[config.mk]
export PLATFORM = sky130hd
export DESIGN_NAME = cstr_front
export DESIGN_NICKNAME = d
export VERILOG_FILES = /design/src/sv/cstr_pkg.sv /design/src/sv/cstr_front.sv
export SDC_FILE = /design/constraint.sdc
export NUM_CORES = 1
export LEC_CHECK = 0
export ABC_AREA = 1
export BUFFER_PORTS_ARGS = -buffer_cell sky130_fd_sc_hd__buf_2
export CAP_MARGIN = 25
export CORE_AREA = 2 2 79 81
export CTS_CLUSTER_SIZE = 12
export DETAILED_ROUTE_END_ITERATION = 7
export DIE_AREA = 0 0 81 83
export PLACE_DENSITY = 0.8
export SYNTH_ARGS = -nofsm -noshare
export SYNTH_HDL_FRONTEND = slang
export SYNTH_SLANG_ARGS = --single-unit
export TNS_END_PERCENT = 20
[constraint.sdc]
create_clock -name clk_i -period 3.35 [get_ports clk_i]
set_input_delay 0 -clock clk_i [delete_from_list [all_inputs] [get_ports clk_i]]
set_output_delay 0 -clock clk_i [all_outputs]
set_load 0.05 [all_outputs]
[src/sv/cstr_pkg.sv]
package cstr_pkg;

  localparam int NUM_CHARSETS = 8;
  localparam int CS_W = 3;
  localparam int UNI_W = 21;
  localparam int MAP_AW = CS_W + 8;
  localparam int MAP_DEPTH = NUM_CHARSETS * 256;
  localparam int CODE_DEPTH = 256;

  localparam logic [1:0] MODE_LOAD = 2'd0;
  localparam logic [1:0] MODE_ENC  = 2'd1;
  localparam logic [1:0] MODE_DEC  = 2'd2;
  localparam logic [1:0] MODE_BAD  = 2'd3;

  localparam logic [2:0] ST_OK          = 3'd0;
  localparam logic [2:0] ST_ILLEGAL     = 3'd1;
  localparam logic [2:0] ST_OVERFLOW    = 3'd2;
  localparam logic [2:0] ST_UNHANDLED   = 3'd3;
  localparam logic [2:0] ST_NODEFAULT   = 3'd4;
  localparam logic [2:0] ST_INFILTRATED = 3'd5;

  localparam logic CFG_RELAX   = 1'b0;
  localparam logic CFG_DEFAULT = 1'b1;

  typedef struct packed {
    logic [1:0]       mode;
    logic [CS_W-1:0]  charset;
    logic [7:0]       data_byte;
    logic [UNI_W-1:0] unicode;
    logic             allocate;
    logic             unhandled;
  } item_t;

  typedef struct packed {
    logic  valid;
    item_t item;
  } head_t;

endpackage

[src/sv/cstr_front.sv]
module cstr_front (
  input  logic                     clk_i,
  input  logic                     rst_ni,
  input  logic                     in_valid_i,
  output logic                     in_ready_o,
  input  logic [1:0]               mode_i,
  input  logic [cstr_pkg::CS_W-1:0] charset_i,
  input  logic [7:0]               data_byte_i,
  input  logic [cstr_pkg::UNI_W-1:0] unicode_i,
  input  logic                     allocate_i,
  input  logic                     init_done_i,
  input  logic                     pop_i,
  output cstr_pkg::head_t          head_o
);

  cstr_pkg::item_t slot_q [2];
  cstr_pkg::item_t item;
  logic            wp_q, rp_q;
  logic [1:0]      cnt_q;
  logic            push;
  logic            pop;

  // classify: bad mode or charset out of range is unhandled
  always_comb begin
    item.mode      = mode_i;
    item.charset   = charset_i;
    item.data_byte = data_byte_i;
    item.unicode   = unicode_i;
    item.allocate  = allocate_i;
    item.unhandled = (mode_i == cstr_pkg::MODE_BAD) ||
                     ({1'b0, charset_i} >= (cstr_pkg::CS_W+1)'(cstr_pkg::NUM_CHARSETS));
  end

  assign in_ready_o = init_done_i && (cnt_q != 2'd2);
  assign push = in_valid_i && in_ready_o;
  assign pop  = pop_i && (cnt_q != 2'd0);

  always_ff @(posedge clk_i) begin
    if (push) begin
      slot_q[wp_q] <= item;
    end
  end

  always_ff @(posedge clk_i or negedge rst_ni) begin
    if (!rst_ni) begin
      wp_q  <= 1'b0;
      rp_q  <= 1'b0;
      cnt_q <= 2'd0;
    end else begin
      if (push) wp_q <= ~wp_q;
      if (pop)  rp_q <= ~rp_q;
      cnt_q <= cnt_q + {1'b0, push} - {1'b0, pop};
    end
  end

  assign head_o.valid = (cnt_q != 2'd0);
  assign head_o.item  = slot_q[rp_q];

endmodule

==> out/summary.txt, run 1 <==
===============================================================================================
Status                                                                             finished clean
Data arrival time of the worst path                                                     1.95 ns
Fill cell instance count of the final layout                                                446
Unrepaired setup endpoints after global routing                                              no
Relative contribution of sequential cells to total power                                  36.3%
Vias per std cell                                                                          4.60
Net count after synthesis                                                                   264
Final critical-path required period                                                     1.95 ns
Root Buffer                                                                            clkbuf_8
LEAKAGE                                                                                 1.73 nW
Row count                                                                                    28
Sequential-to-total area share from yosys stat                                            78.6%
Area growth syn-to-layout                                                                 36.2%
IO buf count                                                                                 77
Number of antenna cells inserted                                                              0
PostCTS Resize Cnt                                                                            0
Cell count after synthesis                                                                  222
Power share of the clock group                                                            19.0%
Int Power                                                                               1.85 mW
Share of final-layout standard cells stronger than drive strength 1                       26.8%
Placement-stage worst setup slack                                                       1.46 ns
Horizontal die dimension                                                                  81 um
Effective utilization at floorplan                                                        49.5%
Mean area per synthesized cell                                                       13.0 sq um
Total half-perimeter wirelength after legalization and detailed placement               3210 um
Area of the core region                                                              5820 sq um
Violation count after the first detailed-route iteration                                    120
Netlist Area Pre-Place                                                               2880 sq um
Power per Cell Area                                                                 860 nW/um^2
Clock input transition at the sequential cells of the worst setup and hold paths        0.07 ns
Final Cycle Share                                                                         58.3%
Share of power burned in combinational logic                                              44.7%
# H-tree levels                                                                               3
Cell accounting for the most synthesized area                                          edfxtp_1
Number of nets in the finished design                                                       388
Number of maximum-capacitance constraint violations                                           0
R2r endpoint                                                                       slot_q[0][17]
Net Sw Frac                                                                               45.3%
Worst-path fanout max                                                                        38
Critical path capture point type                                                     output pin
Worst supply voltage drop on vdd                                                       0.521 mV
CP Launch Type                                                                             flop
Slack of the critical path                                                              1.40 ns
Final setup violation count                                                                   0
Footprint of the flip-flops and latches                                              2260 sq um
First-pass GRT wire length                                                              8890 um
Antenna Violating Nets Remaining                                                              0
Highest Clock Rate                                                                      512 MHz
Overall routed net length                                                               5360 um
Flop2flop setup slack                                                                   1.49 ns
Clock tree from TritonCTS                                                                   yes
Critical setup path kind                                                                reg2out
Grt total ovfl                                                                                0
Unique cell type count in the Yosys netlist                                                  12
Worst hold path startpoint                                                          init_done_i
Layout Cell Area excl Fill                                                           3920 sq um
Launch point of the worst reg-to-reg path                                                  wp_q
Slew Viols, Final                                                                             0
Total of flip-flops plus latches after synthesis                                             76
Pre-antenna DRT Iters                                                                         4
Hold endpoint                                                                              wp_q
Setup TNS Final                                                                            0 ns
Average wire length per cell after detail routing                                       12.6 um
Most frequent cells in the layout                                                  nand2_1 (121), buf_2 (77), edfxtp_1 (72)
Total number of clock tree sinks                                                             76
# DRC                                                                                         0
Cell types with the largest area share after synthesis                             edfxtp_1 (75%), nand2_1 (16%), dfrtp_1 (3.5%)
Via count of the routed design                                                             1959
Transition at the pin with the smallest max-transition slack                           0.653 ns
Postcts setup bufs                                                                            0
Worst Reg-to-Reg Cells                                                                        4
Number of global-route vias before repair                                                  1987
Number of I/O pins                                                                           78
CTS Buffer Depth                                                                              2
Number of cells traversed by the worst hold path                                              4
Largest net degree at the start of global routing                                            39
Number of hold-slack violations in the final timing report                                    0
Total Die Area                                                                       6720 sq um
Power after layout                                                                      3.37 mW
Worst hold path type                                                                     in2reg
Latest clock arrival within the worst-skew pair                                         0.34 ns
Crit path required time                                                                 3.35 ns
Die Span Y                                                                                83 um
Total routing usage reported by global routing                                            17.9%
Initial antenna violation count                                                               0
Yosys top cell area share                                                                 75.1%
Number of synthesis warnings                                                                  0
Instance area after placement                                                        3310 sq um
Switching power                                                                         1.53 mW
Area used by multi-input combinational logic                                          519 sq um
Max-slew headroom at the worst pin                                                        56.4%
Most common library cell in the layout ignoring fill and taps                           nand2_1
Final weighted congestion in routability-driven placement                                 0.709
Number of clock buffers inserted by TritonCTS                                                 9
Setup Skew                                                                           0.00321 ns
===============================================================================================
==> cells in the mapped netlist <==
master,instances
nand2_1,121
buf_4,3
inv_2,1
dfrtp_1,4
nand3_1,3
buf_6,4
nand4_1,1
inv_1,9
edfxtp_1,72
ha_1,2
nor2_1,1
a21boi_0,1
==> cell type report <==
type                            count  share of cell area (%)
Timing Repair Buffer              120                    21.1
Tap cell                           75                    2.39
Sequential cell                    76                    57.7
Multi-Input combinational cell    129                    13.2
Inverter                           10                   0.957
Clock inverter                      7                    1.47
Clock buffer                        9                    3.16
==> cells by family after synthesis <==
kind of cell	synth area share, %
compound gates	0.261
buf+inv	3.65
fa+ha+maj	0.869
flops	78.6
simple gates	16.6
==> how the worst max path moves through the flow <==
| stage | start | to | cells after the start |
|---|---|---|---|
| final | rp_q | head_o[18] | 5 |
| after floorplan | cnt_q[1] | slot_q[1][0] | 3 |
| after global routing | rp_q | head_o[13] | 5 |
| after CTS | rp_q | head_o[0] | 5 |
| after global placement | wp_q | slot_q[0][12] | 4 |
| after detailed placement | wp_q | slot_q[0][23] | 4 |
==> layer usage <==
| layer | global-route usage [%] | share of wire, % | vias to the layer above |
|---|---|---|---|
| met3 | 4.02 | 5.1 | 7 |
| li1 | - | - | 985 |
| met4 | 10.5 | 1.9 | 0 |
| met5 | 0 | 0 | - |
| met2 | 30.3 | 52 | 65 |
| met1 | 20.3 | 40 | 902 |
==> metrics by stage <==
stage | hold WS, ns | util, % | std cells
3_5_place_dp | -0.189 | 57.0 | 369
2_1_floorplan | -0.296 | - | 222
6_report | 0.126 | 67.4 | 426
5_1_grt | 0.181 | 67.4 | 426
3_3_place_gp | -0.188 | 57.0 | 369
4_1_cts | 0.0863 | 67.0 | 425
==> registers in the layout (all words and copies together) (netlist names) <==
name / count
slot_q: 72
cnt_q: 2
rp_q: 1
wp_q: 1
==> power by group through the flow <==
stage,clock network [mW],registers [mW],logic (mW)
2_1_floorplan,0,1.24,1.19
3_3_place_gp,0,1.24,1.45
3_5_place_dp,0,1.24,1.47
4_1_cts,0.656,1.22,1.51
5_1_grt,0.692,1.24,1.64
6_report,0.640,1.22,1.51
==> critical path, stage by stage (launching register included) <==
cell and delay [ns]:
dfrtp_1 0.36, buf_4 0.26, inv_2 0.51, nand2_1 0.12
nand2_1 0.10, buf_2 0.26
==> repair_timing <==
action                                  4_1_cts  5_1_grt
hold endpoints to repair                     78        0
endpoints found under the setup margin        0        0
hold buffers                                 40        0
Note: power is estimated with default switching activity, not from simulation.
==> run 2: changes to the inputs <==
--- a/config.mk
+++ b/config.mk
@@ -8,11 +8,11 @@
 export ABC_AREA = 1
 export BUFFER_PORTS_ARGS = -buffer_cell sky130_fd_sc_hd__buf_2
 export CAP_MARGIN = 25
-export CORE_AREA = 2 2 79 81
+export CORE_AREA = 2 2 83 85
 export CTS_CLUSTER_SIZE = 12
 export DETAILED_ROUTE_END_ITERATION = 7
-export DIE_AREA = 0 0 81 83
-export PLACE_DENSITY = 0.8
+export DIE_AREA = 0 0 85 87
+export PLACE_DENSITY = 0.76
 export SYNTH_ARGS = -nofsm -noshare
 export SYNTH_HDL_FRONTEND = slang
 export SYNTH_SLANG_ARGS = --single-unit
==> constraint.sdc (replaced) <==
create_clock -name clk_i -period 1.7 [get_ports clk_i]
set_input_delay 0 -clock clk_i [delete_from_list [all_inputs] [get_ports clk_i]]
set_output_delay 0 -clock clk_i [all_outputs]
set_load 0.05 [all_outputs]
==> run 2 against run 1 <==
Setup slack lost 1.3 ns. Non-clock buffer count up 6. Wire length rose by 3.0%. Worst hold slack worse by 0.025 ns. Clock-buffer cell count is 1 higher.
==> out/summary.txt, run 2 (synthesized netlist as in run 1, its figures left out) <==
===============================================================================================
Status                                                                             finished clean
# H-tree levels                                                                               3   unchanged
Overall routed net length                                                               5520 um   +3.0%
Die Span Y                                                                                87 um   +4.8%
Setup Skew                                                                           0.00411 ns   +0.000900 ns
Number of clock buffers inserted by TritonCTS                                                 9   unchanged
Finished Core Util                                                                        61.5%   -6.0 points
Worst Reg-to-Reg Cells                                                                        7   +3
Total Die Area                                                                       7400 sq um   +10%
Slew Viols, Final                                                                             0   unchanged
Pre-antenna DRT Iters                                                                         4   unchanged
Antenna Violating Nets Remaining                                                              0   unchanged
Number of global-route vias before repair                                                  1964   -1.2%
Violation count after the first detailed-route iteration                                     71   -41%
Most frequent cell on the critical path                                                 nand2_1
Average wire length per cell after detail routing                                       12.6 um   +0.45%
Largest register FFs                                                                         72   unchanged
Slowest Stage Delay on Critical Path                                                    0.39 ns   -0.12 ns
Setup TNS Final                                                                            0 ns   unchanged
Largest net degree at the start of global routing                                            38   -2.6%
R2r endpoint                                                                           cnt_q[1]
Largest reg by FF count                                                                  slot_q
Clock input transition at the sequential cells of the worst setup and hold paths        0.07 ns   about the same
Number of nets in the finished design                                                       394   +1.5%
Via count of the routed design                                                             1957   -0.10%
Share of final-layout standard cells stronger than drive strength 1                       28.6%   +1.8 points
Number of antenna cells inserted                                                              0   unchanged
Number of I/O pins                                                                           78   unchanged
Most common library cell in the layout ignoring fill and taps                           nand2_1
Crit path required time                                                                 1.70 ns   -1.65 ns
LEAKAGE                                                                                 1.78 nW   +3.3%
Worst supply voltage drop on vdd                                                       0.988 mV   +90%
PostCTS Resize Cnt                                                                            0   unchanged
Number of hold-slack violations in the final timing report                                    0   unchanged
CP Launch Type                                                                             flop
Total routing usage reported by global routing                                            16.1%   -1.8 points
Data arrival time of the worst path                                                     1.56 ns   -0.39 ns
Worst hold path type                                                                     in2reg
Unrepaired setup endpoints after global routing                                              no
Root Buffer                                                                            clkbuf_8
Placement-stage worst setup slack                                                      0.267 ns   -1.19 ns
Row count                                                                                    30   +7.1%
Worst hold path startpoint                                                          init_done_i
Cell family contributing the most delay on the critical path                       buffers and inverters
Horizontal die dimension                                                                  85 um   +4.9%
# DRC                                                                                         0   unchanged
Launch point of the worst reg-to-reg path                                              cnt_q[1]
Clock tree from TritonCTS                                                                   yes
Area growth syn-to-layout                                                                 40.3%
Grt total ovfl                                                                                0   unchanged
Slowest CP cell                                                                         dfrtp_1
Highest Clock Rate                                                                      640 MHz
Final setup violation count                                                                   0   unchanged
Number of maximum-capacitance constraint violations                                           0   unchanged
IO buf count                                                                                 77   unchanged
Postcts setup bufs                                                                            0   unchanged
Critical setup path kind                                                                reg2out
Critical path capture point type                                                     output pin
Area of the core region                                                              6570 sq um   +13%
Initial antenna violation count                                                               0   unchanged
Worst-path fanout max                                                                        14   -63%
Final weighted congestion in routability-driven placement                                 0.807   +14%
Max-slew headroom at the worst pin                                                        73.6%   +17 points
Post-CTS Hold Fix Bufs                                                                       41   +2.5%
Total number of clock tree sinks                                                             76   unchanged
Cells along the critical path                                                      inv_2 -> buf_4 -> nand2_1 -> nand2_1 -> buf_2
Number of cells traversed by the worst hold path                                              4   unchanged
Vias per std cell                                                                          4.48   -2.6%
Most frequent cells in the layout                                                  nand2_1 (121), buf_2 (77), edfxtp_1 (72)
First-pass GRT wire length                                                              8850 um   -0.55%
Final Cycle Share                                                                         91.9%
CTS Buffer Depth                                                                              2   unchanged
Largest regs                                                                       slot_q: 72 flops, cnt_q: 2 flops
Slack of the critical path                                                             0.138 ns   -1.26 ns
Latest clock arrival within the worst-skew pair                                         0.33 ns   about the same
Total half-perimeter wirelength after legalization and detailed placement               3410 um   +6.1%
Transition at the pin with the smallest max-transition slack                           0.397 ns   -0.257 ns
Flop2flop setup slack                                                                   0.26 ns   -1.23 ns
Critical path buffer and inverter count                                                       3   unchanged
Effective utilization at floorplan                                                        43.8%   -5.7 points
Hold endpoint                                                                              wp_q
Power per Cell Area                                                                1740 nW/um^2   +100%
Final critical-path required period                                                     1.56 ns
===============================================================================================
## run 2: changes by cell type in the layout (fill, tap and decap cells not counted), sizes merged
cell / change
buf: +5
clkinv: -4
bufinv: +2
clkbuf: +1
dlygate4sd3: +1
inv: +1
## run 2: through the flow
stage / total power, mW / instance area, sq um / instances / hold WS, ns
final: 7.04 / 4040 / 437 / 0.101
after floorplan: 4.80 / 2890 / 222 / -0.296
after global placement: 5.40 / 3390 / 380 / -0.191
after global routing: 7.40 / 4040 / 437 / 0.111
after detailed placement: 5.44 / 3390 / 380 / -0.186
after CTS: 7.12 / 4040 / 437 / 0.0867
## run 2: layer usage
layer | vias up | part of all wire, % | GRT usage (%)
met2 | 57 | 50 | 28.1
li1 | 995 | - | -
met3 | 13 | 5.2 | 4.08
met5 | - | 0 | 0
met1 | 892 | 42 | 17.8
met4 | 0 | 2.4 | 9.38
## run 2: final cells by class
class | count | area [sq um]
Fill cell | 516 | 2530
Tap cell | 80 | 100
Sequential cell | 76 | 2260
Clock buffer | 10 | 128
Multi-Input combinational cell | 129 | 519
Timing Repair Buffer | 126 | 881
Inverter | 10 | 37.5
Clock inverter | 6 | 111
## run 2: worst max path at each step
stage	end	startpoint	depth (start not counted)
after floorplan	slot_q[0][0]	wp_q	3
after global placement	cnt_q[1]	cnt_q[1]	7
after detailed placement	cnt_q[1]	cnt_q[0]	8
after CTS	head_o[2]	rp_q	5
after global routing	head_o[16]	rp_q	5
final	head_o[2]	rp_q	5
## run 2: report_power, final
group,switching [mW],internal (mW),leakage [nW]
registers,0.0714,2.34,0.707
clock network,0.612,0.977,0.117
logic,2.35,0.698,0.960
## run 2: tightest hold or removal path, cell delays in order
cell	delay [ns]
buf_2	0.11
nand3_1	0.17
nand2_1	0.07
nand2_1	0.05
